### src/rtl/core/assert_macros.svh
// Assertion macros used by the top level of the sorted merge block.
`ifndef ASSERT_MACROS_SVH
`define ASSERT_MACROS_SVH

// Same-cycle implication, sampled on clk and held off while rst_n is low.
`define KSM_ASSERT_IMP(label, ante, cons, msg) \
    label: assert property (@(posedge clk) disable iff (!rst_n) (ante) |-> (cons)) \
        else $error(msg);

// Next-cycle implication, sampled on clk and held off while rst_n is low.
`define KSM_ASSERT_NXT(label, ante, cons, msg) \
    label: assert property (@(posedge clk) disable iff (!rst_n) (ante) |=> (cons)) \
        else $error(msg);

`endif

### src/rtl/core/ksm_pkg.sv
// Package with item types, status codes and control structs of the sorted merge block.
`default_nettype none

package ksm_pkg;

    localparam int NUM_LISTS_DEF   = 8;
    localparam int QUEUE_DEPTH_DEF = 64;

    localparam int DATA_W   = 32;
    localparam int LIST_W   = 3;
    localparam int STATUS_W = 2;

    localparam logic CMD_APPEND = 1'b0;
    localparam logic CMD_PULL   = 1'b1;

    localparam logic [STATUS_W-1:0] ST_APPENDED = 2'd0;
    localparam logic [STATUS_W-1:0] ST_FULL     = 2'd1;
    localparam logic [STATUS_W-1:0] ST_VALUE    = 2'd2;
    localparam logic [STATUS_W-1:0] ST_EMPTY    = 2'd3;

    typedef struct packed {
        logic                     command;
        logic [LIST_W-1:0]        list_index;
        logic signed [DATA_W-1:0] value;
    } in_item_t;

    typedef struct packed {
        logic [STATUS_W-1:0]      status;
        logic signed [DATA_W-1:0] out_value;
        logic [LIST_W-1:0]        out_list;
    } out_item_t;

    // Commands from the controller to the datapath.
    typedef struct packed {
        logic load_item;
        logic do_append;
        logic scan_issue;
        logic do_pop;
        logic load_out;
    } ctrl_cmd_t;

    // Status from the datapath to the controller.
    typedef struct packed {
        logic in_is_pull;
        logic scan_done;
        logic out_free;
    } dp_stat_t;

endpackage

`default_nettype wire

### src/rtl/core/ksm_ctrl.sv
// Controller state machine that sequences appends, head scans, pops and result delivery.
`default_nettype none

module ksm_ctrl
(
    input  wire logic               clk,
    input  wire logic               rst_n,
    input  wire logic               req_valid,
    output logic                    req_ready,
    input  wire ksm_pkg::dp_stat_t  stat,
    output ksm_pkg::ctrl_cmd_t      cmd
);

    typedef enum logic [5:0] {
        S_IDLE    = 6'b000001,
        S_APPEND  = 6'b000010,
        S_SCAN    = 6'b000100,
        S_DRAIN   = 6'b001000,
        S_POP     = 6'b010000,
        S_DELIVER = 6'b100000
    } state_t;

    state_t state_reg;
    state_t state_next;

    always_ff @(posedge clk or negedge rst_n)
    begin
        if (!rst_n)
        begin
            state_reg <= S_IDLE;
        end
        else
        begin
            state_reg <= state_next;
        end
    end

    always_comb
    begin
        state_next = state_reg;
        cmd        = '0;
        req_ready  = 1'b0;
        unique case (state_reg)
            S_IDLE:
            begin
                req_ready     = 1'b1;
                cmd.load_item = req_valid;
                if (req_valid)
                begin
                    state_next = stat.in_is_pull ? S_SCAN : S_APPEND;
                end
            end
            S_APPEND:
            begin
                cmd.do_append = 1'b1;
                state_next    = S_DELIVER;
            end
            S_SCAN:
            begin
                cmd.scan_issue = 1'b1;
                if (stat.scan_done)
                begin
                    state_next = S_DRAIN;
                end
            end
            S_DRAIN:
            begin
                state_next = S_POP;
            end
            S_POP:
            begin
                cmd.do_pop = 1'b1;
                state_next = S_DELIVER;
            end
            S_DELIVER:
            begin
                cmd.load_out = stat.out_free;
                if (stat.out_free)
                begin
                    state_next = S_IDLE;
                end
            end
            default:
            begin
                state_next = S_IDLE;
            end
        endcase
    end

endmodule

`default_nettype wire

### config.mk
export PLATFORM = sky130hd
export DESIGN_NAME = ksm_ctrl
export DESIGN_NICKNAME = d
export VERILOG_FILES = /design/src/rtl/core/assert_macros.svh /design/src/rtl/core/ksm_pkg.sv /design/src/rtl/core/ksm_ctrl.sv
export SDC_FILE = /design/constraint.sdc
export NUM_CORES = 1
export LEC_CHECK = 0
export BUFFER_PORTS_ARGS = -buffer_cell sky130_fd_sc_hd__buf_2
export CAP_MARGIN = 20
export CORE_AREA = 2 2 39 41
export DETAILED_ROUTE_END_ITERATION = 8
export DIE_AREA = 0 0 41 43
export GPL_TIMING_DRIVEN = 1
export PLACE_DENSITY = 0.47
export SYNTH_ARGS = -nofsm -noshare
export SYNTH_HDL_FRONTEND = slang
export SYNTH_SLANG_ARGS = --single-unit
export TNS_END_PERCENT = 50
### constraint.sdc
create_clock -name clk -period 1.2 [get_ports clk]
set_clock_uncertainty 0.05 [all_clocks]
set_input_delay 0.18 -clock clk [delete_from_list [all_inputs] [get_ports clk]]
set_output_delay 0.18 -clock clk [all_outputs]
set_load 0.05 [all_outputs]
Yosys cells after proc, flatten, opt, wreduce, memory -nomap -nowiden --
Index checks and enable logic that the tools add are counted.
Word-level totals: logic and storage cells 23, register bits 6, output and inout port bits 6
Operators by class: muxes and demuxes 11, equality and inequality tests 9, reductions and logical operators 2
Operator list (count):
- $pmux W6 S5 | 1
- $mux W6 | 3
- $eq A6 B1 Y1 const B | 1
- $eq A6 B2 Y1 const B | 1
- $eq A6 B3 Y1 const B | 1
- $eq A6 B4 Y1 const B | 1
- $eq A6 B5 Y1 const B | 1
- $eq A6 B6 Y1 const B | 1
- $mux W1 | 6
- $ne A2 B2 Y1 const B | 3
- $mux W3 | 1
- $reduce_and A3 Y1 | 1
- $reduce_or A2 Y1 | 1

Depth between registers and ports, before layout --
Gate-level depths: netlist of run 1.
depth in word-level cells 3, depth in mapped cells 5, gate-level depth less buffers 4

Least setup slack after synthesis of run 1 --
Ideal clock, no wire load.
kind flip-flop to output port, start point register state_reg[2], end point output cmd[1] in the netlist's numbering, stages on the path, launching flop included 4, slack -1.285 ns, arrival time 2.255 ns, data required time 0.970 ns, cell sequence dfrtp_1 -> or2_1 -> buf_2 -> nor4_1
RTL lines:
- start: declaration | line ksm_ctrl.sv:23 | state_t state_reg;
- start signal: assignment | line ksm_ctrl.sv:34 | state_reg <= state_next;
- end: declaration | line ksm_ctrl.sv:11 | output ksm_pkg::ctrl_cmd_t cmd

==> results.sh, run 1 <==
export IMPL_place_port_buffers=11
export IMPL_via_count=415
export IMPL_final_setup_viol_count=11
export IMPL_critPathArrivalTime_ps=1490
export IMPL_violations="setup timing"
export IMPL_worst_r2r_path_depth=6
export IMPL_syn_instance_count=39
export IMPL_insertion_delay_ps=240
export IMPL_crit_buf_inv=2
export IMPL_yosysUniqueCellTypes=24
export IMPL_cts_sinks=6
export IMPL_fmax_mhz=583
export IMPL_power_density_mw_per_mm2=1940
export IMPL_die_y_um=43
export IMPL_max_cap_violations=0
export IMPL_hpwl_um=727
export IMPL_path_class="register to output pin"
export IMPL_largest_reg_flops=6
export IMPL_diodes=0
export IMPL_fill_cells=124
export IMPL_period_minus_slack_ps=1720
export IMPL_crit_slowest_cell="dfrtp_1"
export IMPL_finalHoldWorstSlack_ps=59.9
export IMPL_fin_crit_sh_pct=143
export IMPL_grt_pass1_vias=414
export IMPL_path_clk_slew_ps=40
export IMPL_yosys_area_top_type="dfrtp_1"
export IMPL_peakVddDrop_uv=1410
export IMPL_grt_pass1_wl_um=1680
export IMPL_wl_per_cell_um=11.4
export IMPL_syn_area_um2=363
export IMPL_htree_levels=1
export IMPL_synthFlopType="dfrtp_1"
export IMPL_hold_class="input pin to register"
export IMPL_ys_seq_elements=6
export IMPL_via_per_inst=4.56
export IMPL_rows=14
export IMPL_tightest_slew_ps=253
export IMPL_async_reset_ff_share_pct=100
export IMPL_crit_chain="or2_4, nor4b_4, nand2_2, clkinvlp_4, buf_8"
export IMPL_die_x_um=41
export IMPL_cp_max_fo=3
export IMPL_synth_top_area_share_pct=34.5
export IMPL_drv_slew=0
export IMPL_drtPass1Iterations=2
export IMPL_final_hold_viol_count=0
export IMPL_start_util_pct=26.2
export IMPL_cpPeakStageDelay_ps=370
export IMPL_p_leak_nw=0.369
export IMPL_grt_max_degree=7
export IMPL_ant_nets=0
export IMPL_core_mm2=0.00138
export IMPL_cts_root_buf="clkbuf_4"
export IMPL_hold_depth=2
export IMPL_layout_nets=82
export IMPL_tns_ps=-3540
export IMPL_yosys_top_cells_area="dfrtp_1, dfstp_2, nor4b_4, nor3b_1, nand2_1"
export IMPL_cpLargestDelayFamily="simple AND/OR/NAND/NOR gates"
export IMPL_seq_area_frac_synth_pct=41.7
export IMPL_antenna_found_initial=0
export IMPL_ctsLongestPathBuffers=2
export IMPL_first_iter_violations=1
export IMPL_cp_end_kind="output pin"
export IMPL_path_depth=5
export IMPL_gp_congestion=0.769
export IMPL_worstSetupStartpointType="register"
export IMPL_grt_usage_pct=14.2
export IMPL_grt_setup_unrepaired="yes"
export IMPL_dp_slack_ps=-404
export IMPL_cp_required_ps=970
export IMPL_outcome="finished, violations left"
export IMPL_drc=0
export IMPL_ioPinCount=12
export IMPL_cts_tree="built"
export IMPL_final_layout_size_suffix_gt1_share_pct=77.3
export IMPL_max_slew_margin_pct=83.1
export IMPL_syn_avg_cell_area_um2=9.30
export IMPL_grt_overflow_total=0
export IMPL_synth_edff_count=0
export IMPL_setup_slack_ps=-516
export IMPL_area_growth_pct=119
export IMPL_cts_buffers=3
export IMPL_syn_nets=45
export IMPL_finalWirelength_um=1040
export IMPL_die_area_mm2=0.00176
export IMPL_yosysWarnings=0
layout make-up:
cell class,instances,area [um2],area share (%)
inverter,4,21.3,2.68
clock buffer,4,26.3,3.31
tap,16,20.0,2.52
timing repair buffer,34,298,37.5
multi-input combinational,27,277,34.8
sequential,6,153,19.2
Yosys cell counts, drive strengths merged, types with 2 or more instances:
cell type	n
nor2	4
a211oi	2
nand2	4
nor3b	3
inv	4
dfrtp	5
buf	2
cell families after synthesis:
group	share of synthesized area [%]
AO/OA/AOI/OAI	15.5
XOR/XNOR	2.41
buffers and inverters	6.90
flip-flops	41.7
AND/OR/NAND/NOR	33.4
metrics by stage:
| stage | instances | util, % | cell area, um2 | power, mW |
|---|---|---|---|---|
| CTS | 86 | 49.3 | 682 | 1.37 |
| global placement | 78 | 39.6 | 548 | 0.963 |
| detailed placement | 78 | 39.6 | 548 | 0.963 |
| floorplan | 39 | - | 384 | 0.727 |
| global route | 91 | 57.4 | 795 | 1.63 |
| finish | 91 | 57.4 | 795 | 1.54 |
cell usage in the layout, fill, tap and decap left out, drive strengths merged, types with 2 or more instances in the layout:
master	n
nor3b	3
buf	33
clkbuf	4
a211oi	2
nor2	4
dfrtp	5
nand2	4
inv	3
timing repair:
item                       4_1_cts  5_1_grt
hold endpoints to repair         6        0
pin swaps                       10        9
buffers inserted                 3        5
setup endpoints to repair       11       11
hold buffers                     1        0
gates resized for setup         22       22
worst register-to-register path, stage by stage, from the launching register on:
cell	delay, ps
dfrtp_1	400
buf_6	150
inv_4	40
buf_6	100
or3_1	300
a21o_1	170
a211oi_2	190
worst paths after layout:
check / startpoint / to / slack [ps]
setup reg to reg: state_reg[5] / state_reg[5] / -280
setup / recovery: state_reg[3] / cmd[4] / -520
max in group asynchronous: rst_n / state_reg[0] / 640
min in group asynchronous: rst_n / state_reg[2] / 240
hold / removal: stat[2] / state_reg[1] / 60
hold reg to reg: state_reg[0] / state_reg[0] / 490
report_power, final:
part | switching [mW] | leakage [nW] | internal [mW]
Sequential | 0.0351 | 0.0776 | 0.253
Combinational | 0.523 | 0.277 | 0.530
Clock | 0.0733 | 0.0150 | 0.126
Total | 0.631 | 0.369 | 0.909
metal layers:
| layer | global-route usage (%) | wire, um | vias up | share of wire [%] |
|---|---|---|---|---|
| met2 | 22.5 | 570 | 9 | 55 |
| met3 | 4.71 | 28 | 2 | 2.7 |
| li1 | - | - | 210 | - |
| met1 | 16.7 | 425 | 194 | 41 |
| met4 | 6.00 | 10 | 0 | 0.97 |
| met5 | 0 | 0 | - | 0 |
Power figures use the tool's default switching activity.
==> inputs of run 2 (changes only) <==
- ABC_CLOCK_PERIOD_IN_PS: unset -> 1200
- CELL_PAD_IN_SITES_DETAIL_PLACEMENT: unset -> 1
- CELL_PAD_IN_SITES_GLOBAL_PLACEMENT: unset -> 1
- HOLD_SLACK_MARGIN: unset -> 0.08
- PLACE_DENSITY: 0.47 -> 0.61
==> results.sh, run 2 (synthesized netlist as in run 1, its figures left out) <==
export IMPL_outcome="finished, violations left"
export IMPL_violations="setup timing"
export IMPL_ctsLongestPathBuffers=2
export IMPL_cts_buffers=3
export IMPL_wl_per_cell_um=13.2
export IMPL_core_mm2=0.00138
export IMPL_tns_ps=-3620
export IMPL_cp_end_kind="output pin"
export IMPL_r2r_start="state_reg[5]"
export IMPL_path_class="register to output pin"
export IMPL_p_sw_share_pct=42.7
export IMPL_critPathArrivalTime_ps=1490
export IMPL_final_setup_viol_count=12
export IMPL_drc=0
export IMPL_ant_nets=0
export IMPL_insertion_delay_ps=250
export IMPL_min_from="stat[1]"
export IMPL_fin_crit_sh_pct=144
export IMPL_hold_class="input pin to register"
export IMPL_grt_setup_unrepaired="yes"
export IMPL_worstSetupStartpointType="register"
export IMPL_power_frac_seq_pct=18.9
export IMPL_power_density_mw_per_mm2=2010
export IMPL_ioPinCount=12
export IMPL_crit_buf_inv=2
export IMPL_gp_congestion=0.762
export IMPL_cpLargestDelayFamily="simple AND/OR/NAND/NOR gates"
export IMPL_grt_pass1_wl_um=1930
export IMPL_path_clk_slew_ps=50
export IMPL_die_y_um=43
export IMPL_cpPeakStageDelay_ps=370
export IMPL_crit_slowest_cell="dfrtp_1"
export IMPL_drtPass1Iterations=3
export IMPL_via_count=417
export IMPL_grt_max_degree=7
export IMPL_p_leak_nw=0.337
export IMPL_start_util_pct=26.2
export IMPL_period_minus_slack_ps=1720
export IMPL_diodes=0
export IMPL_antenna_found_initial=0
export IMPL_hpwl_um=802
export IMPL_grt_pass1_vias=441
export IMPL_dp_cells=78
export IMPL_via_per_inst=4.85
export IMPL_area_growth_pct=104
export IMPL_finalHoldWorstSlack_ps=111
export IMPL_layout_nets=77
export IMPL_final_cell_mix="buf_4, buf_2, buf_6, dfrtp_1"
export IMPL_cts_root_buf="clkbuf_4"
export IMPL_setup_slack_ps=-523
export IMPL_die_x_um=41
export IMPL_tightest_slew_ps=254
export IMPL_final_hold_viol_count=0
export IMPL_final_cells=86
export IMPL_cp_required_ps=970
export IMPL_startpoint="state_reg[2]"
export IMPL_fmax_mhz=580
export IMPL_layout_commonest_cell="buf_4"
export IMPL_first_iter_violations=6
export IMPL_fill_cells=156
export IMPL_drv_slew=0
export IMPL_cts_sinks=6
export IMPL_grt_usage_pct=16.4
export IMPL_power_total_mw=1.49
export IMPL_switching_power_mw=0.635
export IMPL_max_slew_margin_pct=83.0
export IMPL_rows=14
export IMPL_htree_levels=1
export IMPL_max_cap_violations=0
export IMPL_largest_reg_flops=6
export IMPL_finalWirelength_um=1140
export IMPL_clock_power_share_pct=14.1
export IMPL_die_area_mm2=0.00176
export IMPL_cp_max_fo=3
export IMPL_p_comb_share_pct=67.0
export IMPL_crit_chain="or2_4, nor4b_4, nand2_2, clkinvlp_4, buf_8"
export IMPL_peakVddDrop_uv=1270
export IMPL_final_layout_size_suffix_gt1_share_pct=70.0
export IMPL_internal_power_mw=0.853
export IMPL_place_port_buffers=11
export IMPL_cts_tree="built"
export IMPL_grt_overflow_total=0
## run 2: per-layer routing
| metal | global-route usage (%) | part of all wire, % | up-vias |
|---|---|---|---|
| met1 | 21.1 | 38 | 207 |
| met4 | 8.00 | 0.88 | 0 |
| li1 | - | - | 199 |
| met5 | 0 | 0 | - |
| met2 | 25.9 | 57 | 9 |
| met3 | 1.57 | 3.3 | 2 |
## run 2: path summary, 6_finish.rpt
| path | slack [ps] | depth (start not counted) | to |
|---|---|---|---|
| min reg2reg | 510 | 2 | state_reg[4] |
| min in group asynchronous | 240 | 2 | state_reg[2] |
| max | -520 | 5 | cmd[4] |
| min | 110 | 2 | state_reg[3] |
| max in group asynchronous | 630 | 2 | state_reg[0] |
| max reg2reg | -270 | 5 | state_reg[5] |
## run 2: power groups by stage
stage | logic, mW | registers (mW) | clock network, mW
finish | 0.996 | 0.281 | 0.210
detailed placement | 0.707 | 0.276 | 0
global route | 1.06 | 0.290 | 0.232
floorplan | 0.436 | 0.292 | 0
CTS | 0.913 | 0.278 | 0.215
global placement | 0.704 | 0.274 | 0
## run 2: through the flow
step	utilization, %	area, um2	worst slack, ps
finish	53.5	741	-523
global route	53.5	741	-587
CTS	49.3	682	-530
detailed placement	39.6	548	-388
global placement	39.6	548	-375
floorplan	-	384	-888
## run 2: final cells by class
class	count	area, um2	share of cell area, %
multi-input cells	27	275	37.2
inverters	4	18.8	2.53
flip-flops and latches	6	153	20.6
well taps	16	20.0	2.70
repair buffers	29	248	33.4
clock buffers	4	26.3	3.55
## run 2: timing repair
item	in CTS	in global routing
endpoints found under the hold margin	7	0
resized for setup	23	13
buffers inserted	1	1
pin swaps	4	3
endpoints found under the setup margin	12	12
hold buffers	2	0
==> inputs of run 3 (changes only) <==
- CTS_BUF_LIST: unset -> sky130_fd_sc_hd__clkbuf_4 sky130_fd_sc_hd__clkbuf_8
==> results.sh, run 3 (synthesized netlist as in run 1, its figures left out) <==
export IMPL_htree_levels=1
export IMPL_via_per_inst=4.87
export IMPL_largest_reg_flops=6
export IMPL_hold_class="input pin to register"
export IMPL_critPathArrivalTime_ps=1490
export IMPL_cts_sinks=6
export IMPL_grt_usage_pct=16.3
export IMPL_final_setup_viol_count=12
export IMPL_power_density_mw_per_mm2=2030
export IMPL_cts_root_buf="clkbuf_4"
export IMPL_layout_commonest_cell="buf_4"
export IMPL_final_cell_mix="buf_4, buf_2, clkbuf_4, buf_6, dfrtp_1"
export IMPL_internal_power_mw=0.875
export IMPL_outcome="finished, violations left"
export IMPL_reg2reg_slack_ps=-270
export IMPL_clock_power_share_pct=15.6
export IMPL_dpl_instance_area_um2=548
export IMPL_drv_slew=0
export IMPL_path_clk_slew_ps=60
export IMPL_gp_congestion=0.762
export IMPL_start_util_pct=26.2
export IMPL_dp_cells=78
export IMPL_rows=14
export IMPL_cpPeakStageDelay_ps=370
export IMPL_first_iter_violations=6
export IMPL_place_port_buffers=11
export IMPL_ctsLongestPathBuffers=2
export IMPL_ioPinCount=12
export IMPL_worst_r2r_path_depth=5
export IMPL_setup_slack_ps=-525
export IMPL_violations="setup timing"
export IMPL_hold_depth=2
export IMPL_drc=0
export IMPL_area_growth_pct=105
export IMPL_die_y_um=43
export IMPL_switching_power_mw=0.638
export IMPL_via_count=419
export IMPL_hpwl_um=802
export IMPL_crit_slowest_cell="dfrtp_1"
export IMPL_fin_crit_sh_pct=144
export IMPL_max_cap_violations=0
export IMPL_cpLargestDelayFamily="simple AND/OR/NAND/NOR gates"
export IMPL_tns_ps=-3640
export IMPL_min_from="stat[1]"
export IMPL_p_comb_share_pct=65.8
export IMPL_final_hold_viol_count=0
export IMPL_crit_chain="or2_4, nor4b_4, nand2_2, clkinvlp_4, buf_8"
export IMPL_cts_buffers=3
export IMPL_path_class="register to output pin"
export IMPL_whs_endpoint="state_reg[3]"
export IMPL_grt_max_degree=7
export IMPL_ant_nets=0
export IMPL_use_met1_pct=20.8
export IMPL_final_layout_size_suffix_gt1_share_pct=71.4
export IMPL_regToRegEndpoint="state_reg[5]"
export IMPL_wl_per_cell_um=13.2
export IMPL_fill_cells=155
export IMPL_cp_end_kind="output pin"
export IMPL_crit_buf_inv=2
export IMPL_grtUsageMet3_pct=1.57
export IMPL_startpoint="state_reg[2]"
export IMPL_grt_pass1_vias=439
export IMPL_gr_usage_met2_pct=25.9
export IMPL_die_x_um=41
export IMPL_grt_overflow_total=0
export IMPL_layout_nets=77
export IMPL_p_sw_share_pct=42.2
export IMPL_worstSetupStartpointType="register"
export IMPL_power_frac_seq_pct=18.6
export IMPL_antenna_found_initial=0
export IMPL_fmax_mhz=580
export IMPL_grt_pass1_wl_um=1900
export IMPL_core_mm2=0.00138
export IMPL_insertion_delay_ps=250
export IMPL_final_area_um2=744
export IMPL_grt_setup_unrepaired="yes"
export IMPL_die_area_mm2=0.00176
export IMPL_final_cells=86
export IMPL_grt_busiest_layer="met2"
export IMPL_cp_max_fo=3
export IMPL_cts_tree="built"
export IMPL_p_leak_nw=0.340
export IMPL_max_slew_margin_pct=83.1
export IMPL_diodes=0
export IMPL_drtPass1Iterations=3
export IMPL_cp_required_ps=970
export IMPL_tightest_slew_ps=253
export IMPL_finalWirelength_um=1140
export IMPL_period_minus_slack_ps=1720
export IMPL_peakVddDrop_uv=1280
export IMPL_r2r_start="state_reg[5]"
==> run 3: changes by cell type in the layout (fill, tap and decap cells not counted) <==
cell / before / now
clkbuf_1: 1 / 0
clkbuf_4: 3 / 4
==> run 3: final cells by class <==
cell class	instances	area (um2)	share of cell area, %
clock buffer	4	30.0	4.03
inverter	4	18.8	2.52
tap	16	20.0	2.69
timing repair buffer	29	248	33.3
multi-input combinational	27	275	37.0
sequential	6	153	20.5
==> run 3: worst max-delay path by stage <==
| stage | slack, ps | end | cells past startpoint |
|---|---|---|---|
| finish | -520 | cmd[4] | 5 |
| global route | -590 | cmd[4] | 5 |
| CTS | -530 | cmd[4] | 5 |
| detailed placement | -390 | cmd[4] | 5 |
| global placement | -370 | cmd[4] | 5 |
| floorplan | -890 | cmd[4] | 5 |
==> run 3: repair_timing <==
item / 4_1_cts / 5_1_grt
resized for setup: 23 / 13
setup endpoints to repair: 12 / 12
endpoints found under the hold margin: 7 / 0
pin swaps: 4 / 3
hold buffers: 2 / 0
setup buffers: 1 / 1
==> run 3: per-layer routing <==
metal,share of wire [%],up-vias
met5,0,-
met2,58,9
li1,-,198
met4,0.88,0
met1,38,210
met3,3.2,2
==> run 3: through the flow <==
step / setup slack, ps / power, mW / utilization (%) / hold slack (ps)
after global routing: -588 / 1.61 / 53.8 / 119
after detailed placement: -388 / 0.983 / 39.6 / -37.3
after floorplan: -888 / 0.727 / - / -166
final: -525 / 1.51 / 53.8 / 111
after global placement: -375 / 0.978 / 39.6 / -36.3
after CTS: -532 / 1.43 / 49.5 / 106
==> run 3: power groups by stage <==
stage          Combinational (mW)  Clock (mW)  Sequential [mW]
6_report                    0.996       0.235            0.281
3_3_place_gp                0.704           0            0.274
4_1_cts                     0.913       0.240            0.278
5_1_grt                      1.06       0.256            0.289
3_5_place_dp                0.707           0            0.276
2_1_floorplan               0.436           0            0.292
